### src/rtl/core/spg_pkg.sv
// Shared constants, codes and types of the segment permutation generator.
package spg_pkg;

    localparam int MAX_SEGMENTS = 256;
    localparam int ADDR_W       = $clog2(MAX_SEGMENTS);
    localparam int CNT_W        = 8;
    localparam int DRAW_W       = 12;
    localparam int STAT_W       = 2;
    localparam int IDX_W        = 9;
    localparam int DIV_CNT_W    = $clog2(DRAW_W);

    localparam logic [DRAW_W-1:0] DRAW_RESET = DRAW_W'(100);

    typedef enum logic [STAT_W-1:0] {
        ST_OK        = 2'd0,
        ST_NONE      = 2'd1,
        ST_TOO_LARGE = 2'd2
    } t_status;

    typedef enum logic {
        REQ_GENERATE = 1'b0,
        REQ_CHOOSE   = 1'b1
    } t_req;

    typedef enum logic [2:0] {
        S_IDLE,
        S_FILL,
        S_STEP,
        S_DIV,
        S_RD_PICK,
        S_RD_I,
        S_WR,
        S_CH_OUT
    } t_state;

    typedef struct packed {
        logic              start;
        logic [DRAW_W-1:0] dividend;
        logic [CNT_W-1:0]  divisor;
    } t_mod_req;

    typedef struct packed {
        logic             done;
        logic [CNT_W-1:0] remainder;
    } t_mod_rsp;

endpackage

### src/rtl/core/spg_mod.sv
// Bit-serial restoring modulo unit: one dividend bit per cycle.
module spg_mod (
    input  logic              i_clk,
    input  logic              i_rst_n,
    input  spg_pkg::t_mod_req i_req,
    output spg_pkg::t_mod_rsp o_rsp
);
    import spg_pkg::*;

    logic                 r_run, n_run;
    logic                 r_done, n_done;
    logic [DIV_CNT_W-1:0] r_cnt, n_cnt;
    logic [CNT_W-1:0]     r_rem, n_rem;
    logic [CNT_W-1:0]     r_div, n_div;
    logic [DRAW_W-1:0]    r_dvd, n_dvd;
    logic [CNT_W:0]       trial;

    always_comb begin
        n_run  = r_run;
        n_done = 1'b0;
        n_cnt  = r_cnt;
        n_rem  = r_rem;
        n_div  = r_div;
        n_dvd  = r_dvd;
        trial  = {r_rem, r_dvd[DRAW_W-1]};
        if (i_req.start) begin
            n_run = 1'b1;
            n_cnt = DIV_CNT_W'(DRAW_W - 1);
            n_rem = '0;
            n_div = i_req.divisor;
            n_dvd = i_req.dividend;
        end else if (r_run) begin
            if (trial >= {1'b0, r_div}) begin
                n_rem = CNT_W'(trial - {1'b0, r_div});
            end else begin
                n_rem = trial[CNT_W-1:0];
            end
            n_dvd = {r_dvd[DRAW_W-2:0], 1'b0};
            n_cnt = r_cnt - 1'b1;
            if (r_cnt == '0) begin
                n_run  = 1'b0;
                n_done = 1'b1;
            end
        end
    end

    always_ff @(posedge i_clk) begin
        if (!i_rst_n) begin
            r_run  <= 1'b0;
            r_done <= 1'b0;
        end else begin
            r_run  <= n_run;
            r_done <= n_done;
        end
        r_cnt <= n_cnt;
        r_rem <= n_rem;
        r_div <= n_div;
        r_dvd <= n_dvd;
    end

    assign o_rsp.done      = r_done;
    assign o_rsp.remainder = r_rem;

endmodule

### src/rtl/core/segment_permutation_generator_top.sv
// Top level: request sequencer, work and permutation stores, draw register.
// Choose: S_CH_OUT, then the strobe. Refused: strobe in the cycle after the transfer.
// Generate of n: each step starts the modulo unit, waits for its 12 bit-serial iterations,
// then does two work-store reads and one write.
// One request at a time; busy stays high until the result strobe. Receiver cannot stall.
// Synchronous active-low reset: no permutation, read index 1, draw 100; stores not cleared.
module segment_permutation_generator_top (
    input  logic                        i_clk,
    input  logic                        i_rst_n,
    input  logic                        start,
    output logic                        busy,
    input  logic                        i_req_type,
    input  logic [spg_pkg::CNT_W-1:0]   i_count,
    input  logic                        i_cfg_valid,
    output logic                        o_cfg_ready,
    input  logic [spg_pkg::DRAW_W-1:0]  i_cfg_data,
    output logic                        o_done,
    output logic [spg_pkg::CNT_W-1:0]   o_segment_index,
    output logic [spg_pkg::STAT_W-1:0]  o_status
);
    import spg_pkg::*;

    t_state            r_state, n_state;
    logic [DRAW_W-1:0] r_draw;
    logic [CNT_W-1:0]  r_n, n_n;
    logic [CNT_W-1:0]  r_k, n_k;
    logic [CNT_W-1:0]  r_i, n_i;
    logic [CNT_W-1:0]  r_pick, n_pick;
    logic [CNT_W-1:0]  r_stored, n_stored;
    logic [IDX_W-1:0]  r_rdidx, n_rdidx;
    logic              r_done, n_done;
    logic [CNT_W-1:0]  r_seg, n_seg;
    t_status           r_status, n_status;

    logic [CNT_W-1:0]  r_work_mem [MAX_SEGMENTS];
    logic [CNT_W-1:0]  r_perm_mem [MAX_SEGMENTS];
    logic [CNT_W-1:0]  r_work_q, r_perm_q;

    logic              work_we, perm_we;
    logic [ADDR_W-1:0] work_waddr, work_raddr, perm_waddr, perm_raddr;
    logic [CNT_W-1:0]  work_wdata, perm_wdata;
    logic              too_large;

    t_mod_req          mod_req;
    t_mod_rsp          mod_rsp;

    spg_mod u_mod (
        .i_clk   (i_clk),
        .i_rst_n (i_rst_n),
        .i_req   (mod_req),
        .o_rsp   (mod_rsp)
    );

    assign too_large  = (32'(i_count) > 32'(MAX_SEGMENTS - 1));
    assign perm_raddr = ADDR_W'(r_rdidx);

    always_comb begin
        n_state  = r_state;
        n_n      = r_n;
        n_k      = r_k;
        n_i      = r_i;
        n_pick   = r_pick;
        n_stored = r_stored;
        n_rdidx  = r_rdidx;
        n_done   = 1'b0;
        n_seg    = r_seg;
        n_status = r_status;

        mod_req.start    = 1'b0;
        mod_req.dividend = r_draw;
        mod_req.divisor  = r_n - r_i + 1'b1;

        work_we    = 1'b0;
        work_waddr = ADDR_W'(r_k);
        work_wdata = r_k;
        work_raddr = ADDR_W'(r_pick);
        perm_we    = 1'b0;
        perm_waddr = ADDR_W'(r_i);
        perm_wdata = r_work_q;

        unique case (r_state)
            S_IDLE: begin
                if (start) begin
                    if (i_req_type == REQ_GENERATE) begin
                        if (too_large) begin
                            n_done   = 1'b1;
                            n_seg    = '0;
                            n_status = ST_TOO_LARGE;
                        end else begin
                            n_n     = i_count;
                            n_k     = '0;
                            n_state = S_FILL;
                        end
                    end else begin
                        if (r_stored == '0 || r_rdidx > {1'b0, r_stored}) begin
                            n_done   = 1'b1;
                            n_seg    = '0;
                            n_status = ST_NONE;
                        end else begin
                            n_state = S_CH_OUT;
                        end
                    end
                end
            end
            S_FILL: begin
                work_we = 1'b1;
                if (r_k == r_n) begin
                    n_i = CNT_W'(1);
                    if (r_n == '0) begin
                        n_stored = r_n;
                        n_rdidx  = IDX_W'(1);
                        n_done   = 1'b1;
                        n_seg    = '0;
                        n_status = ST_OK;
                        n_state  = S_IDLE;
                    end else begin
                        n_state = S_STEP;
                    end
                end else begin
                    n_k = r_k + 1'b1;
                end
            end
            S_STEP: begin
                mod_req.start = 1'b1;
                n_state       = S_DIV;
            end
            S_DIV: begin
                if (mod_rsp.done) begin
                    n_pick  = r_i + mod_rsp.remainder;
                    n_state = S_RD_PICK;
                end
            end
            S_RD_PICK: begin
                n_state = S_RD_I;
            end
            S_RD_I: begin
                work_raddr = ADDR_W'(r_i);
                perm_we    = 1'b1;
                n_state    = S_WR;
            end
            S_WR: begin
                work_we    = 1'b1;
                work_waddr = ADDR_W'(r_pick);
                work_wdata = r_work_q;
                if (r_i == r_n) begin
                    n_stored = r_n;
                    n_rdidx  = IDX_W'(1);
                    n_done   = 1'b1;
                    n_seg    = '0;
                    n_status = ST_OK;
                    n_state  = S_IDLE;
                end else begin
                    n_i     = r_i + 1'b1;
                    n_state = S_STEP;
                end
            end
            S_CH_OUT: begin
                n_seg    = r_perm_q;
                n_status = ST_OK;
                n_done   = 1'b1;
                n_rdidx  = r_rdidx + 1'b1;
                n_state  = S_IDLE;
            end
            default: begin
                n_state = S_IDLE;
            end
        endcase
    end

    always_ff @(posedge i_clk) begin
        if (!i_rst_n) begin
            r_state  <= S_IDLE;
            r_stored <= '0;
            r_rdidx  <= IDX_W'(1);
            r_done   <= 1'b0;
        end else begin
            r_state  <= n_state;
            r_stored <= n_stored;
            r_rdidx  <= n_rdidx;
            r_done   <= n_done;
        end
        r_n      <= n_n;
        r_k      <= n_k;
        r_i      <= n_i;
        r_pick   <= n_pick;
        r_seg    <= n_seg;
        r_status <= n_status;
    end

    always_ff @(posedge i_clk) begin
        if (!i_rst_n) begin
            r_draw <= DRAW_RESET;
        end else if (i_cfg_valid) begin
            r_draw <= i_cfg_data;
        end
    end

    always_ff @(posedge i_clk) begin
        if (work_we) begin
            r_work_mem[work_waddr] <= work_wdata;
        end
        r_work_q <= r_work_mem[work_raddr];
    end

    always_ff @(posedge i_clk) begin
        if (perm_we) begin
            r_perm_mem[perm_waddr] <= perm_wdata;
        end
        r_perm_q <= r_perm_mem[perm_raddr];
    end

    assign busy            = (r_state != S_IDLE);
    assign o_cfg_ready     = 1'b1;
    assign o_done          = r_done;
    assign o_segment_index = r_seg;
    assign o_status        = r_status;

endmodule

### config.mk
export PLATFORM = sky130hd
export DESIGN_NAME = segment_permutation_generator_top
export DESIGN_NICKNAME = d
export VERILOG_FILES = /design/src/rtl/core/spg_pkg.sv /design/src/rtl/core/spg_mod.sv /design/src/rtl/core/segment_permutation_generator_top.sv
export SDC_FILE = /design/constraint.sdc
export NUM_CORES = 2
export LEC_CHECK = 0
export BUFFER_PORTS_ARGS = -buffer_cell sky130_fd_sc_hd__buf_2
export CORE_ASPECT_RATIO = 0.7
export CORE_MARGIN = 10
export CORE_UTILIZATION = 45
export CTS_CLUSTER_SIZE = 25
export DETAILED_ROUTE_END_ITERATION = 10
export HOLD_SLACK_MARGIN = 0.12
export PLACE_DENSITY = 0.62
export SETUP_SLACK_MARGIN = 0.2
export SYNTH_ARGS = -nofsm -noshare
export SYNTH_HDL_FRONTEND = slang
export SYNTH_SLANG_ARGS = --single-unit
### constraint.sdc
create_clock -name i_clk -period 21 [get_ports i_clk]
set_clock_uncertainty 0.15 [all_clocks]
set_input_delay 5.25 -clock i_clk [delete_from_list [all_inputs] [get_ports i_clk]]
set_output_delay 5.25 -clock i_clk [all_outputs]
set_load 0.05 [all_outputs]
==> flow_summary.toml <==
[logic_synthesis]
synthDominantCellAreaShare_pct = 74.9
syn_nets = 9936
netlist_top_cells_area = "edfxtp_1 (75%), mux4_2 (9.2%), nand2_1 (3.7%)"
synth_commonest_cells = "edfxtp_1 (4157), nand2_1 (1638), nand3_1 (951)"
synthCells = 9862
syn_avg_cell_area_um2 = 16.9
yosysWarnings = 0
synth_top_area_cell = "edfxtp_1"
syn_area_mm2 = 0.167
async_flop_share_pct = 0
dominantRegCellSynth = "edfxtp_1"
synthDistinctLibCells = 68
post-synth-top-count-cell = "edfxtp_1"
yosys_register_bits = 4220
ys_seq_area_share_pct = 75.7
synth_edf_count = 4157

[worst_setup_path]
reg2reg_slack_ns = 14.67
critPathMaxStageDelay_ns = 0.64
critPathSlowestCell = "dfxtp_1"
path_cells = "nor2_1 -> nand2_1 -> buf_2"
crit_path_max_fanout = 14
end_kind = "primary output"
critPathLaunchType = "register"
path_class = "reg2out"
required_ns = 15.60
arrival_ns = 2.43

[clock_network]
insertion_delay_ns = 0.96
cts_tree = "built"
root_buffer = "clkbuf_16"
cts.sinks = 4220
cts.clk_slew.worst_paths_ns = 0.07
post_cts_buffers = 0
clk_path_buf_depth = 4
htreeDepth = 5
hold_buffers = 0
cts_resized = 0
cts_buffers = 397

[timing]
maxSlewViolCount = 0
worst_pin_slew_ns = 1.46
max_freq_mhz = 128
finalHoldViolCount = 0
finalSetupViolations = 0
timing.setup.tns_ns = 0
timing.slew.headroom_pct = 2.45
rsz0062_at_grt = "no"
fin_crit_ns = 7.83
setup_ws_ns = 13.17
final.period_utilization_pct = 37.3

[placed_design]
dp_cells = 14300
hpwl_um = 265000
io_buffers = 35
pre_cts_slack_ns = 13.73
gp_congestion = 0.885

[routing]
viasPerCell = 6.03
final_antenna_net_count = 0
post_drt_wl_per_cell_um = 29.2
drc_errors = 0
wl_um = 441000
dr_total_vias = 91000
drt_iter0_markers = 12900
drt_first_pass_iters = 6

[cells_and_area]
fillers = 29600
stdcell_count = 15100
layout-drive-gt1-share_pct = 15.0
syn_to_final_growth_pct = 11.0
nets = 9932

[pwr]
pwr-share-clk_pct = 36.6
p_seq_share_pct = 53.1
ir_drop_mv = 0.0938
powerDensity_mw_per_mm2 = 105
p_comb_share_pct = 10.4
p_leak_nw = 59.6
finalPower_mw = 19.5
switching_share_pct = 25.6
p_sw_mw = 4.98
p_int_mw = 14.5

[die]
die_w_um = 747
fp.coreArea_mm2 = 0.368
placementRows = 186
start_util_pct = 45.3
die_y_um = 529
io_pins = 38
die-area_mm2 = 0.395

[global_routing]
grt_max_degree = 192
grt_pass1_wl_um = 636000
track_usage_pct = 21.7
antenna_found_initial = 19
grt_overflow = 0
first_global_vias = 87400

[hold_path]
hold_class = "reg2reg"

[flow_run]
drv_cap = 0

[outcome]
status = "completed"
-- power groups by stage --
stage          Clock [mW]  Combinational, mW  Sequential [mW]
6_report             7.13               2.02             10.3
4_1_cts              7.22               2.01             10.3
2_1_floorplan           0              0.948             10.8
3_5_place_dp            0               2.00             10.5
5_1_grt              7.56               2.15             10.3
3_3_place_gp            0               1.94             10.5
-- stage by stage --
stage          cell area (um^2)  hold WS (ns)  util [%]
2_1_floorplan            167000         0.291         -
3_3_place_gp             172000         0.331      46.8
3_5_place_dp             172000         0.332      46.8
4_1_cts                  185000         0.355      50.3
5_1_grt                  185000         0.373      50.3
6_report                 185000         0.346      50.3
-- worst max-delay path: cells and delay by family (launching register included) --
kind,cells,cell delay (ns)
DFF,1,0.64
buffers and inverters,1,0.34
and+or+nand+nor,2,0.53
-- registers in the layout, summed over array words and instances (netlist names) --
register         count
r_perm_mem        2048
r_work_mem        2048
r_draw              12
u_mod.r_dvd         12
r_rdidx              9
o_segment_index      8
perm_waddr           8
perm_wdata           8
r_k                  8
r_n                  8
r_perm_q             8
r_pick               8
r_stored             8
u_mod.r_div          8
u_mod.r_rem          8
u_mod.r_cnt          4
r_state              3
o_done               1
o_status             1
u_mod.r_done         1
u_mod.r_run          1
-- layer usage --
layer	vias up	wire length, um	GRT usage, %
met5	-	54	0
met4	8	11700	5.43
met3	671	52900	5.97
met2	4858	188000	30.9
met1	47200	188000	33.1
li1	38300	-	-
-- cell families after synthesis --
group | after synthesis | synth area share (%)
AOI/OAI and AO/OA | 427 | 1.87
and+or+nand+nor | 3362 | 8.58
xor gates and xnor gates | 47 | 0.247
muxes | 1073 | 11.5
other | 2 | 0.00451
adders and majority gates | 49 | 0.382
buffers and inverters | 682 | 1.68
DFF | 4220 | 75.7
-- cells in the final DEF, fill, tap and decap left out, drive strengths merged, types with 13 or more instances in the layout --
| cell type | Yosys | layout |
|---|---|---|
| a211oi | 56 | 56 |
| a21oi | 63 | 63 |
| a22oi | 18 | 18 |
| a311oi | 20 | 20 |
| a31oi | 23 | 23 |
| a32oi | 104 | 104 |
| buf | 230 | 202 |
| bufinv | 0 | 35 |
| clkbuf | 375 | 485 |
| clkinv | 2 | 187 |
| clkinvlp | 0 | 15 |
| dfxtp | 63 | 63 |
| edfxtp | 4157 | 4157 |
| ha | 46 | 46 |
| inv | 75 | 89 |
| mux2i | 388 | 388 |
| mux4 | 677 | 677 |
| nand2 | 1638 | 1638 |
| nand3 | 951 | 951 |
| nand4 | 94 | 94 |
| nor2 | 585 | 585 |
| nor2b | 22 | 22 |
| o21ai | 43 | 43 |
| o22ai | 13 | 13 |
| o31ai | 29 | 29 |
| xnor2 | 23 | 23 |
| xor2 | 24 | 24 |
-- area by class of cell --
class	instances	area, um^2	area share (%)
Antenna cell	8	20.0	0.0108
Clock buffer	485	10400	5.62
Clock inverter	249	2340	1.26
Inverter	77	289	0.156
Multi-Input combinational cell	4960	38100	20.6
Sequential cell	4220	126000	68.2
Tap cell	4888	6120	3.31
Timing Repair Buffer	202	1630	0.881
-- final timing paths --
kind	startpoint	end	cells past startpoint
worst max-delay path	r_state[2]	busy	3
worst min-delay path	r_draw[2]	r_draw[2]	2
worst max register to register	r_state[1]	perm_wdata[3]	11
worst min register to register	r_draw[2]	r_draw[2]	2
Note: power is estimated with default switching activity, not from simulation.
